### src/sv/smrp_pkg.sv
// Shared types and constants of the spectrum magnitude, RMS and peak block.
package smrp_pkg;

	localparam int BINS_DEFAULT = 512;

	localparam int SAMPLE_W  = 16;
	localparam int EXP_W     = 4;
	localparam int INDEX_W   = 9;
	localparam int MAG_W     = 16;
	localparam int SQUARE_W  = 2 * SAMPLE_W;
	localparam int POWER_W   = 52;
	localparam int QUAD_SHIFT = 4;
	localparam int QUAD_W    = POWER_W - QUAD_SHIFT;
	localparam int SUM_W     = 57;
	localparam int MAG_SHIFT = 5;

	localparam int IN_DATA_W  = 40;
	localparam int OUT_DATA_W = 72;

	// Square root unit: one result bit per cycle.
	localparam int ROOT_W = QUAD_W / 2;
	localparam int REM_W  = ROOT_W + 3;
	localparam int ITER_W = $clog2(ROOT_W);

	typedef enum logic [2:0] {
		S_IDLE,
		S_MUL_RE,
		S_MUL_IM,
		S_ADD,
		S_SUM,
		S_SQ_MAG,
		S_SQ_RMS,
		S_OUT
	} state_t;

	typedef struct packed {
		logic              start;
		logic [QUAD_W-1:0] operand;
	} sqrt_req_t;

	typedef struct packed {
		logic              done;
		logic [ROOT_W-1:0] root;
	} sqrt_rsp_t;

endpackage

### src/sv/smrp_isqrt.sv
// Bit-serial floor square root of a 48-bit value, one root bit per cycle.
module smrp_isqrt (
	input  logic                clk,
	input  logic                arst_n,
	input  smrp_pkg::sqrt_req_t req,
	output smrp_pkg::sqrt_rsp_t rsp
);

	localparam int QuadW = smrp_pkg::QUAD_W;
	localparam int RootW = smrp_pkg::ROOT_W;
	localparam int RemW  = smrp_pkg::REM_W;
	localparam int IterW = smrp_pkg::ITER_W;
	localparam logic [IterW-1:0] LastIter = IterW'(RootW - 1);

	logic [QuadW-1:0] rad_q;
	logic [RemW-1:0]  rem_q;
	logic [RootW-1:0] root_q;
	logic [IterW-1:0] iter_q;
	logic             run_q;
	logic             done_q;

	logic [RemW-1:0] rem_sh;
	logic [RemW-1:0] trial;
	logic            fits;

	// The remainder never exceeds twice the partial root, so its top two bits are zero.
	always_comb begin
		rem_sh = {rem_q[RemW-3:0], rad_q[QuadW-1 -: 2]};
		trial  = {1'b0, root_q, 2'b01};
		fits   = (rem_sh >= trial);
	end

	always_ff @(posedge clk or negedge arst_n) begin
		if (!arst_n) begin
			run_q  <= 1'b0;
			done_q <= 1'b0;
			iter_q <= '0;
		end else if (req.start) begin
			run_q  <= 1'b1;
			done_q <= 1'b0;
			iter_q <= '0;
		end else if (run_q) begin
			iter_q <= iter_q + 1'b1;
			if (iter_q == LastIter) begin
				run_q  <= 1'b0;
				done_q <= 1'b1;
			end
		end else begin
			done_q <= 1'b0;
		end
	end

	always_ff @(posedge clk) begin
		if (req.start) begin
			rad_q  <= req.operand;
			rem_q  <= '0;
			root_q <= '0;
		end else if (run_q) begin
			rad_q  <= {rad_q[QuadW-3:0], 2'b00};
			rem_q  <= fits ? (rem_sh - trial) : rem_sh;
			root_q <= {root_q[RootW-2:0], fits};
		end
	end

	assign rsp.done = done_q;
	assign rsp.root = root_q;

endmodule

### src/sv/spectrum_magnitude_rms_peak.sv
// Top level: bin magnitude, block RMS and peak detector with a shared square root unit.
//
//  Channel  Direction  Signals                          Content
//  s_*      in         s_tvalid s_tready s_tdata[39:0]  one FFT bin and its block exponent
//  m_*      out        m_tvalid m_tready m_tdata[71:0]  one bin result; m_tlast on block end
//                      m_tlast
//
// An ordinary bin runs from acceptance until the next bin can be accepted through
// squaring and summing on the single 16x16 multiplier (S_MUL_RE, S_MUL_IM, S_ADD,
// S_SUM), the bit-serial square root unit (24 root bits, then its done pulse), then
// S_OUT and S_IDLE. The last bin of a block runs the square root a second time for the
// RMS in S_SQ_RMS. arst_n clears the sequencer, the bin count, the running sum
// and the peak. A new bin is accepted while a result still waits on m_*; a finished
// result waits in S_OUT until the output register is free.
module spectrum_magnitude_rms_peak #(
	parameter int BINS = smrp_pkg::BINS_DEFAULT
) (
	input  logic                            clk,
	input  logic                            arst_n,
	input  logic                            s_tvalid,
	output logic                            s_tready,
	// bin_re[15:0], bin_im[31:16], block_exp[35:32], zero padding [39:36]
	input  logic [smrp_pkg::IN_DATA_W-1:0]  s_tdata,
	output logic                            m_tvalid,
	input  logic                            m_tready,
	// bin_index[8:0], magnitude[24:9], rms_value[40:25], peak_value[56:41],
	// peak_index[65:57], zero padding [71:66]
	output logic [smrp_pkg::OUT_DATA_W-1:0] m_tdata,
	// block_done
	output logic                            m_tlast
);

	localparam int SampleW = smrp_pkg::SAMPLE_W;
	localparam int ExpW    = smrp_pkg::EXP_W;
	localparam int IndexW  = smrp_pkg::INDEX_W;
	localparam int MagW    = smrp_pkg::MAG_W;
	localparam int SquareW = smrp_pkg::SQUARE_W;
	localparam int PowerW  = smrp_pkg::POWER_W;
	localparam int QuadW   = smrp_pkg::QUAD_W;
	localparam int SumW    = smrp_pkg::SUM_W;
	localparam int RootW   = smrp_pkg::ROOT_W;
	localparam int ShiftW  = SquareW + 2 * ((1 << ExpW) - 1);
	localparam int CntW    = (BINS > 1) ? $clog2(BINS) : 1;
	localparam int Log2Bins = $clog2(BINS + 1) - 1;
	localparam logic [CntW-1:0] LastBin = CntW'(BINS - 1);

	smrp_pkg::state_t state_q, state_d;

	logic [SampleW-1:0] abs_re_q, abs_im_q;
	logic [ExpW-1:0]    exp_q;
	logic [SquareW-1:0] prod_q;
	logic [PowerW-1:0]  pow_q;
	logic [QuadW-1:0]   quad_q;
	logic [SumW-1:0]    sum_q;
	logic [CntW-1:0]    count_q;
	logic [MagW-1:0]    best_q;
	logic [IndexW-1:0]  best_idx_q;
	logic [MagW-1:0]    mag_q;
	logic [MagW-1:0]    rms_q;

	logic               out_valid_q;
	logic [IndexW-1:0]  o_idx_q;
	logic [MagW-1:0]    o_mag_q;
	logic               o_done_q;
	logic [MagW-1:0]    o_rms_q;
	logic [MagW-1:0]    o_pv_q;
	logic [IndexW-1:0]  o_pi_q;

	smrp_pkg::sqrt_req_t sq_req;
	smrp_pkg::sqrt_rsp_t sq_rsp;

	logic               accept;
	logic               out_free;
	logic               last_bin;
	logic [SampleW-1:0] in_re, in_im, abs_re, abs_im;
	logic [SampleW-1:0] mul_a;
	logic [SquareW-1:0] mul_p;
	logic [ShiftW-1:0]  prod_sh;
	logic [PowerW-1:0]  power_sum52;
	logic [31:0]        idx_wide;
	logic [IndexW-1:0]  idx_w;
	logic [RootW-1:0]   root_sh;
	logic [MagW-1:0]    root_mag;
	logic [SumW-1:0]    avg_sh;

	smrp_isqrt u_isqrt (
		.clk    (clk),
		.arst_n (arst_n),
		.req    (sq_req),
		.rsp    (sq_rsp)
	);

	// Magnitudes of the two's complement parts; the most negative value maps to 0x8000.
	always_comb begin
		in_re  = s_tdata[SampleW-1:0];
		in_im  = s_tdata[2*SampleW-1:SampleW];
		abs_re = in_re[SampleW-1] ? (~in_re + 1'b1) : in_re;
		abs_im = in_im[SampleW-1] ? (~in_im + 1'b1) : in_im;
	end

	always_comb begin
		accept   = s_tvalid && s_tready;
		out_free = !out_valid_q || m_tready;
		last_bin = (count_q == LastBin);
		idx_wide = 32'(LastBin) - 32'(count_q);
		idx_w    = idx_wide[IndexW-1:0];
		// (a << e)^2 equals a^2 << 2e; only the low 52 bits survive the mask.
		mul_a       = (state_q == smrp_pkg::S_MUL_RE) ? abs_re_q : abs_im_q;
		mul_p       = {{SampleW{1'b0}}, mul_a} * {{SampleW{1'b0}}, mul_a};
		prod_sh     = {{(ShiftW-SquareW){1'b0}}, prod_q} << {exp_q, 1'b0};
		power_sum52 = pow_q + prod_sh[PowerW-1:0];
		root_sh     = sq_rsp.root >> smrp_pkg::MAG_SHIFT;
		root_mag    = root_sh[MagW-1:0];
		avg_sh      = sum_q >> Log2Bins;
	end

	// Next state.
	always_comb begin
		state_d = state_q;
		unique case (state_q)
			smrp_pkg::S_IDLE:   if (accept) state_d = smrp_pkg::S_MUL_RE;
			smrp_pkg::S_MUL_RE: state_d = smrp_pkg::S_MUL_IM;
			smrp_pkg::S_MUL_IM: state_d = smrp_pkg::S_ADD;
			smrp_pkg::S_ADD:    state_d = smrp_pkg::S_SUM;
			smrp_pkg::S_SUM:    state_d = smrp_pkg::S_SQ_MAG;
			smrp_pkg::S_SQ_MAG: begin
				if (sq_rsp.done) state_d = last_bin ? smrp_pkg::S_SQ_RMS : smrp_pkg::S_OUT;
			end
			smrp_pkg::S_SQ_RMS: if (sq_rsp.done) state_d = smrp_pkg::S_OUT;
			smrp_pkg::S_OUT:    if (out_free) state_d = smrp_pkg::S_IDLE;
			default:            state_d = smrp_pkg::S_IDLE;
		endcase
	end

	// Sequencer outputs.
	always_comb begin
		s_tready       = 1'b0;
		sq_req.start   = 1'b0;
		sq_req.operand = quad_q;
		unique case (state_q)
			smrp_pkg::S_IDLE: s_tready = 1'b1;
			smrp_pkg::S_SUM:  sq_req.start = 1'b1;
			smrp_pkg::S_SQ_MAG: begin
				sq_req.start   = sq_rsp.done && last_bin;
				sq_req.operand = avg_sh[QuadW-1:0];
			end
			default: begin
			end
		endcase
	end

	always_ff @(posedge clk or negedge arst_n) begin
		if (!arst_n) begin
			state_q <= smrp_pkg::S_IDLE;
		end else begin
			state_q <= state_d;
		end
	end

	// Block state: bin count, running sum and peak.
	always_ff @(posedge clk or negedge arst_n) begin
		if (!arst_n) begin
			count_q    <= '0;
			sum_q      <= '0;
			best_q     <= '0;
			best_idx_q <= '0;
		end else begin
			unique case (state_q)
				smrp_pkg::S_SUM: sum_q <= sum_q + SumW'(quad_q);
				smrp_pkg::S_SQ_MAG: begin
					if (sq_rsp.done && (root_mag > best_q)) begin
						best_q     <= root_mag;
						best_idx_q <= idx_w;
					end
				end
				smrp_pkg::S_OUT: begin
					if (out_free) begin
						if (last_bin) begin
							count_q    <= '0;
							sum_q      <= '0;
							best_q     <= '0;
							best_idx_q <= '0;
						end else begin
							count_q <= count_q + 1'b1;
						end
					end
				end
				default: begin
				end
			endcase
		end
	end

	// Working registers of the current bin.
	always_ff @(posedge clk) begin
		if (accept) begin
			abs_re_q <= abs_re;
			abs_im_q <= abs_im;
			exp_q    <= s_tdata[2*SampleW+ExpW-1:2*SampleW];
		end
		if (state_q == smrp_pkg::S_MUL_RE || state_q == smrp_pkg::S_MUL_IM) begin
			prod_q <= mul_p;
		end
		if (state_q == smrp_pkg::S_MUL_IM) begin
			pow_q <= prod_sh[PowerW-1:0];
		end
		if (state_q == smrp_pkg::S_ADD) begin
			quad_q <= power_sum52[PowerW-1:smrp_pkg::QUAD_SHIFT];
		end
		if (state_q == smrp_pkg::S_SQ_MAG && sq_rsp.done) begin
			mag_q <= root_mag;
		end
		if (state_q == smrp_pkg::S_SQ_RMS && sq_rsp.done) begin
			rms_q <= root_mag;
		end
	end

	// Output register.
	always_ff @(posedge clk or negedge arst_n) begin
		if (!arst_n) begin
			out_valid_q <= 1'b0;
		end else if (state_q == smrp_pkg::S_OUT && out_free) begin
			out_valid_q <= 1'b1;
		end else if (m_tready) begin
			out_valid_q <= 1'b0;
		end
	end

	always_ff @(posedge clk) begin
		if (state_q == smrp_pkg::S_OUT && out_free) begin
			o_idx_q  <= idx_w;
			o_mag_q  <= mag_q;
			o_done_q <= last_bin;
			o_rms_q  <= last_bin ? rms_q : '0;
			o_pv_q   <= last_bin ? best_q : '0;
			o_pi_q   <= last_bin ? best_idx_q : '0;
		end
	end

	assign m_tvalid = out_valid_q;
	assign m_tlast  = o_done_q;
	assign m_tdata  = {{(smrp_pkg::OUT_DATA_W - 2*IndexW - 3*MagW){1'b0}},
	                   o_pi_q, o_pv_q, o_rms_q, o_mag_q, o_idx_q};

endmodule

### config.mk
export PLATFORM = sky130hd
export DESIGN_NAME = spectrum_magnitude_rms_peak
export DESIGN_NICKNAME = d
export VERILOG_FILES = /design/src/sv/smrp_pkg.sv /design/src/sv/smrp_isqrt.sv /design/src/sv/spectrum_magnitude_rms_peak.sv
export SDC_FILE = /design/constraint.sdc
export NUM_CORES = 2
export LEC_CHECK = 0
export BUFFER_PORTS_ARGS = -buffer_cell sky130_fd_sc_hd__buf_2
export CAP_MARGIN = 40
export CORE_MARGIN = 2
export CORE_UTILIZATION = 36
export DETAILED_ROUTE_END_ITERATION = 8
export GPL_ROUTABILITY_DRIVEN = 0
export PLACE_DENSITY = 0.57
export SETUP_SLACK_MARGIN = 0.2
export SLEW_MARGIN = 20
export SYNTH_ARGS = -nofsm -noshare
export SYNTH_HDL_FRONTEND = slang
export SYNTH_SLANG_ARGS = --single-unit
### constraint.sdc
create_clock -name clk -period 21 [get_ports clk]
set_clock_uncertainty 0.2 [all_clocks]
set_input_delay 3.15 -clock clk [delete_from_list [all_inputs] [get_ports clk]]
set_output_delay 3.15 -clock clk [all_outputs]
set_load 0.02 [all_outputs]
# == Yosys cells after proc, flatten, opt, wreduce, memory -nomap -nowiden ==
# Cells that the tools add are included.
# classes
n_reduce_logical,18
n_mux,37
mul,1
bitwise_logic,2
n_eq_ne,16
add_sub_neg,8
shifts,1
order_cmp,2
# ops
op,count
two-way mux 48 bit,3
two-way mux 57 bit,2
case mux 57 bit (2 select lines),1
two-way mux 16 bit,4
adder 57 x 48 -> 57 bit,1
adder 52 bit,1
<< shifter 32 x 5 -> 52 bit,1
two-way mux 9 bit,4
adder 16 x 1 -> 16 bit (second input constant),2
multiplier 16 x 16 -> 32 bit,1
inverter 16 bit,2
case mux 16 bit (2 select lines),1
two-way mux 15 bit,2
>= comparator 27 x 26 -> 1 bit,1
two-way mux 25 bit,1
subtractor 25 bit,1
case mux 3 bit (8 select lines),1
case mux 9 bit (2 select lines),1
> comparator 16 bit,1
equality test 3 bit (second input constant),4
two-way mux 3 bit,4
two-way mux 1 bit,10
two-way mux 5 bit,2
adder 9 x 1 -> 9 bit (second input constant),1
18 further kinds,33
# totals
inputBits,44
word_cells,113
regBits,466
output_inout_bits,75

# == Longest topological paths before layout ==
# logic_depth
word_depth,5
mapped_depth,33
mapped_depth_nobuf,30

# == Hierarchy ==
# From an unflattened synthesis, not the netlist that was laid out.
# hier_totals
hier_cells,3297
area_unflattened_um2,33504.6
# modules_own_cells
module,seq_area_each_um2,area_each_um2,n_inst,cells_per_inst
spectrum_magnitude_rms_peak,10364.9,27760.4,1,2745
smrp_isqrt,2597.5,5744.3,1,552

# == Worst setup path before layout ==
# Ideal clock, no wire load.
# synth_path
path_kind,flip-flop to flip-flop
start,reg state_q[0]
end,reg prod_q[28] (data pin)
t_required_ns,20.541
synth_period_minus_slack_ns,8.172
stages_incl_launch_ff,31
setup_slack_ns,12.828
n_path_buf,3
arrival_time_ns,7.712
setup_ns,0.259
cell_sequence,dfrtp_1 clkbuf_1 nand2b_1 nor2_1 buf_1 mux2i_1 clkinv_1 nand2_1 inv_1 fa_1 inv_1 fa_1 inv_1 fa_1 fa_1 fa_1 inv_1 fa_1 inv_1 ha_1 clkbuf_1 a21o_1 a21o_1 a21oi_1 a31oi_1 or4_1 a31oi_1 o21a_1 o21bai_1 a21oi_1 xnor2_1
# synth_between
elab_chain_cells,3
# synth_rtl
element,line,rtl
start: declaration,spectrum_magnitude_rms_peak.sv:47,"smrp_pkg::state_t state_q, state_d;"
start signal: assignment,spectrum_magnitude_rms_peak.sv:154,state_q <= smrp_pkg::S_IDLE;
start signal: assignment,spectrum_magnitude_rms_peak.sv:156,state_q <= state_d;
equality test 3 x 1 -> 1 bit,spectrum_magnitude_rms_peak.sv:108,mul_a = (state_q == smrp_pkg::S_MUL_RE) ? abs_re_q : abs_im_q;
two-way mux 16 bit,spectrum_magnitude_rms_peak.sv:108,
multiplier 16 x 16 -> 32 bit,spectrum_magnitude_rms_peak.sv:109,"mul_p = {{SampleW{1'b0}}, mul_a} * {{SampleW{1'b0}}, mul_a};"
named net mul_p[28],spectrum_magnitude_rms_peak.sv:77,logic [SquareW-1:0] mul_p;
end signal: assignment,spectrum_magnitude_rms_peak.sv:202,prod_q <= mul_p;
end: declaration,spectrum_magnitude_rms_peak.sv:51,logic [SquareW-1:0] prod_q;
# The timed path passes the listed nets, and every way through them passes these cells.
# A chain may end at the register's enable or synchronous reset.

# == Worst setup path after layout ==
# layout_path
start,reg state_q[1]
end,reg prod_q[31] (data pin)
# Same word-level chain as after synthesis.

==> flow_summary.yaml <==
cts:
  cts_root_buf: "clkbuf_16"
  cts_post_setup_buffers_inserted: 0
  hold_buffers: 0
  cts_resized: 0
  path_clk_slew_ns: 0.06
  clk_path_buf_depth: 3
  cts_tree: "done"
  worstSkewPairLatency_ns: 0.64
  clkSinkCount: 465
  numCtsBuffers: 53
  cts_max_level: 2
layout:
  antenna_cells: 0
  final_cell_mix: "nand2_1 (336), inv_1 (332), edfxtp_1 (314)"
  finalNetCount: 3758
  syn_to_final_growth_pct: 11.7
  final_common_cell: "nand2_1"
  layout-drive-gt1-share_pct: 8.32
routing:
  drt_iter0_markers: 1388
  dr.pass1.iters: 6
  drc: 0
  wl_per_cell_um: 16.8
  wl_mm: 75.9
  vias: 23074
  viasPerCell: 5.09
  drtAntennaViolNets: 0
timing:
  fmax_ghz: 0.110
  grt_setup_unrepaired: "false"
  worstMarginPinSlew_ns: 0.838
  fin_crit_ns: 9.10
  setup_viol: 0
  slew_headroom_pct: 42.5
  setup-tns-final_ns: 0
  finalHoldViolations: 0
  maxSlewViolCount: 0
  timing.final.crit_share_pct: 43.3
critical_path:
  rrSetupSlack_ns: 11.90
  rr_worst_depth: 30
  cp.required_ns: 21.19
  cp_slowest_cell: "mux2i_1"
  end_kind: "register"
  startpoint_type: "register"
  r2r_start: "state_q[1]"
  crit_arrival_ns: 9.29
  rr_endpoint: "prod_q[31]"
  cp_max_fo: 20
  critical_path_class: "reg2reg"
  path_common_cell: "fa_1"
  cp_slowest_stage_delay_ns: 0.55
yosys:
  yosysWarnings: 0
  ys_ff_latch: 465
  synth_cells: 3222
  avgSynthCellArea_um2: 10.1
  async_flop_share_pct: 21.9
  synth.area.top_cells: "edfxtp_1 (29%), fa_1 (10%), ha_1 (9.3%)"
  yosys_most_used_dff: "edfxtp_1"
  netlist.area_leader.share_pct: 29.0
  yosysSeqAreaShare_pct: 39.9
  yosysTopAreaCell: "edfxtp_1"
  synth_edf_count: 314
  synthesis.area_mm2: 0.0325
  ys_types: 75
global_route:
  grtUsageTotal_pct: 16.5
  grt_max_degree: 95
  grt_pass1_wl_mm: 124
  gr-total-overflow: 0
  antenna_found_initial: 1
  grt_pass1_vias: 23238
floorplan:
  die-area_mm2: 0.0926
  initial_utilization_pct: 36.2
  io_pins: 119
  dieHeight_um: 304
  coreArea_mm2: 0.0897
  rows: 110
  dieWidth_um: 304
hold_path:
  hold_depth: 0
  min_path_type: "reg2reg"
  min_from: "mag_q[3]"
  min_to: "o_mag_q[3]"
place:
  io_buffers: 108
  dp.final_hpwl_mm: 57.1
status:
  outcome: "finished, final reports clean"
run:
  maxCapViolations: 0
per-layer routing:
metal  part of all wire (%)  vias up  wire length, um  GRT usage [%]
met2                     47      398            35400           27.1
met3                    3.6      115             2730           2.08
met5                  0.017        -               13              0
li1                       -    11368                -              -
met1                     48    11191            36100           22.9
met4                    2.2        2             1700           4.20
kinds of logic after synthesis:
logic type / count (synthesis) / share of synthesized area [%]
muxes: 170 / 5.50
adders and majority gates: 406 / 19.5
DFF: 465 / 39.9
xor gates and xnor gates: 178 / 4.80
buffers and inverters: 464 / 5.47
other: 1 / 0.0115
and+or+nand+nor: 840 / 11.6
AOI/OAI and AO/OA: 698 / 13.2
how the worst max path moves through the flow:
stage                from          to  slack (ns)  cells after the start
2_1_floorplan  state_q[0]  prod_q[28]       12.83                     30
3_3_place_gp   state_q[1]  prod_q[28]       11.50                     28
3_5_place_dp   state_q[1]  prod_q[31]       11.89                     30
4_1_cts        state_q[1]  prod_q[31]       11.85                     30
5_1_grt        state_q[1]  prod_q[31]       11.18                     30
6_report       state_q[1]  prod_q[31]       11.90                     30
synth_stat cells (94+ instances only):
library cell	number
nand2_1	336
clkbuf_1	94
a21oi_1	194
edfxtp_1	314
inv_1	333
nor2_1	240
fa_1	165
ha_1	241
mux2i_1	147
xnor2_1	118
o21ai_0	215
dfrtp_1	102
state kept, by name (all words and copies together) (netlist names), 24 cells and up:
name and flops:
prod_q 31, quad_q 48, u_isqrt.rad_q 48, u_isqrt.rem_q 25, u_isqrt.root_q 24, pow_q 52
sum_q 57
through the flow:
step	std cells	hold slack (ns)	instance area [um2]	setup slack, ns	util (%)
final	4529	0.217	36300	11.90	40.4
after global routing	4529	0.226	36300	11.18	40.4
after CTS	4526	0.218	36200	11.85	40.3
after detailed placement	4426	0.205	34500	11.89	38.4
after global placement	4419	0.201	34300	11.50	38.3
after floorplan	3229	0.200	32500	12.83	-
worst max-delay path, delay by kind of cell (launching register included):
family,cells,cell delay [ns]
adder cells (fa/ha/maj),7,3.37
XOR/XNOR,1,0.07
flip-flops,1,0.50
AO/OA/AOI/OAI,10,2.12
buffers and inverters,8,1.21
multiplexers,1,0.55
AND/OR/NAND/NOR,3,0.78
cell type report:
type,count,area [um2]
fillers,8842,53500
multi-input cells,2300,17900
flip-flops and latches,465,13000
well taps,1176,1470
clock buffers,68,1390
inverters,340,1280
repair buffers,148,957
clock inverters,32,353
Power is left out: the tool's default activity adds up to more than one toggle a clock period on the data nets, which glitch-free logic cannot reach.
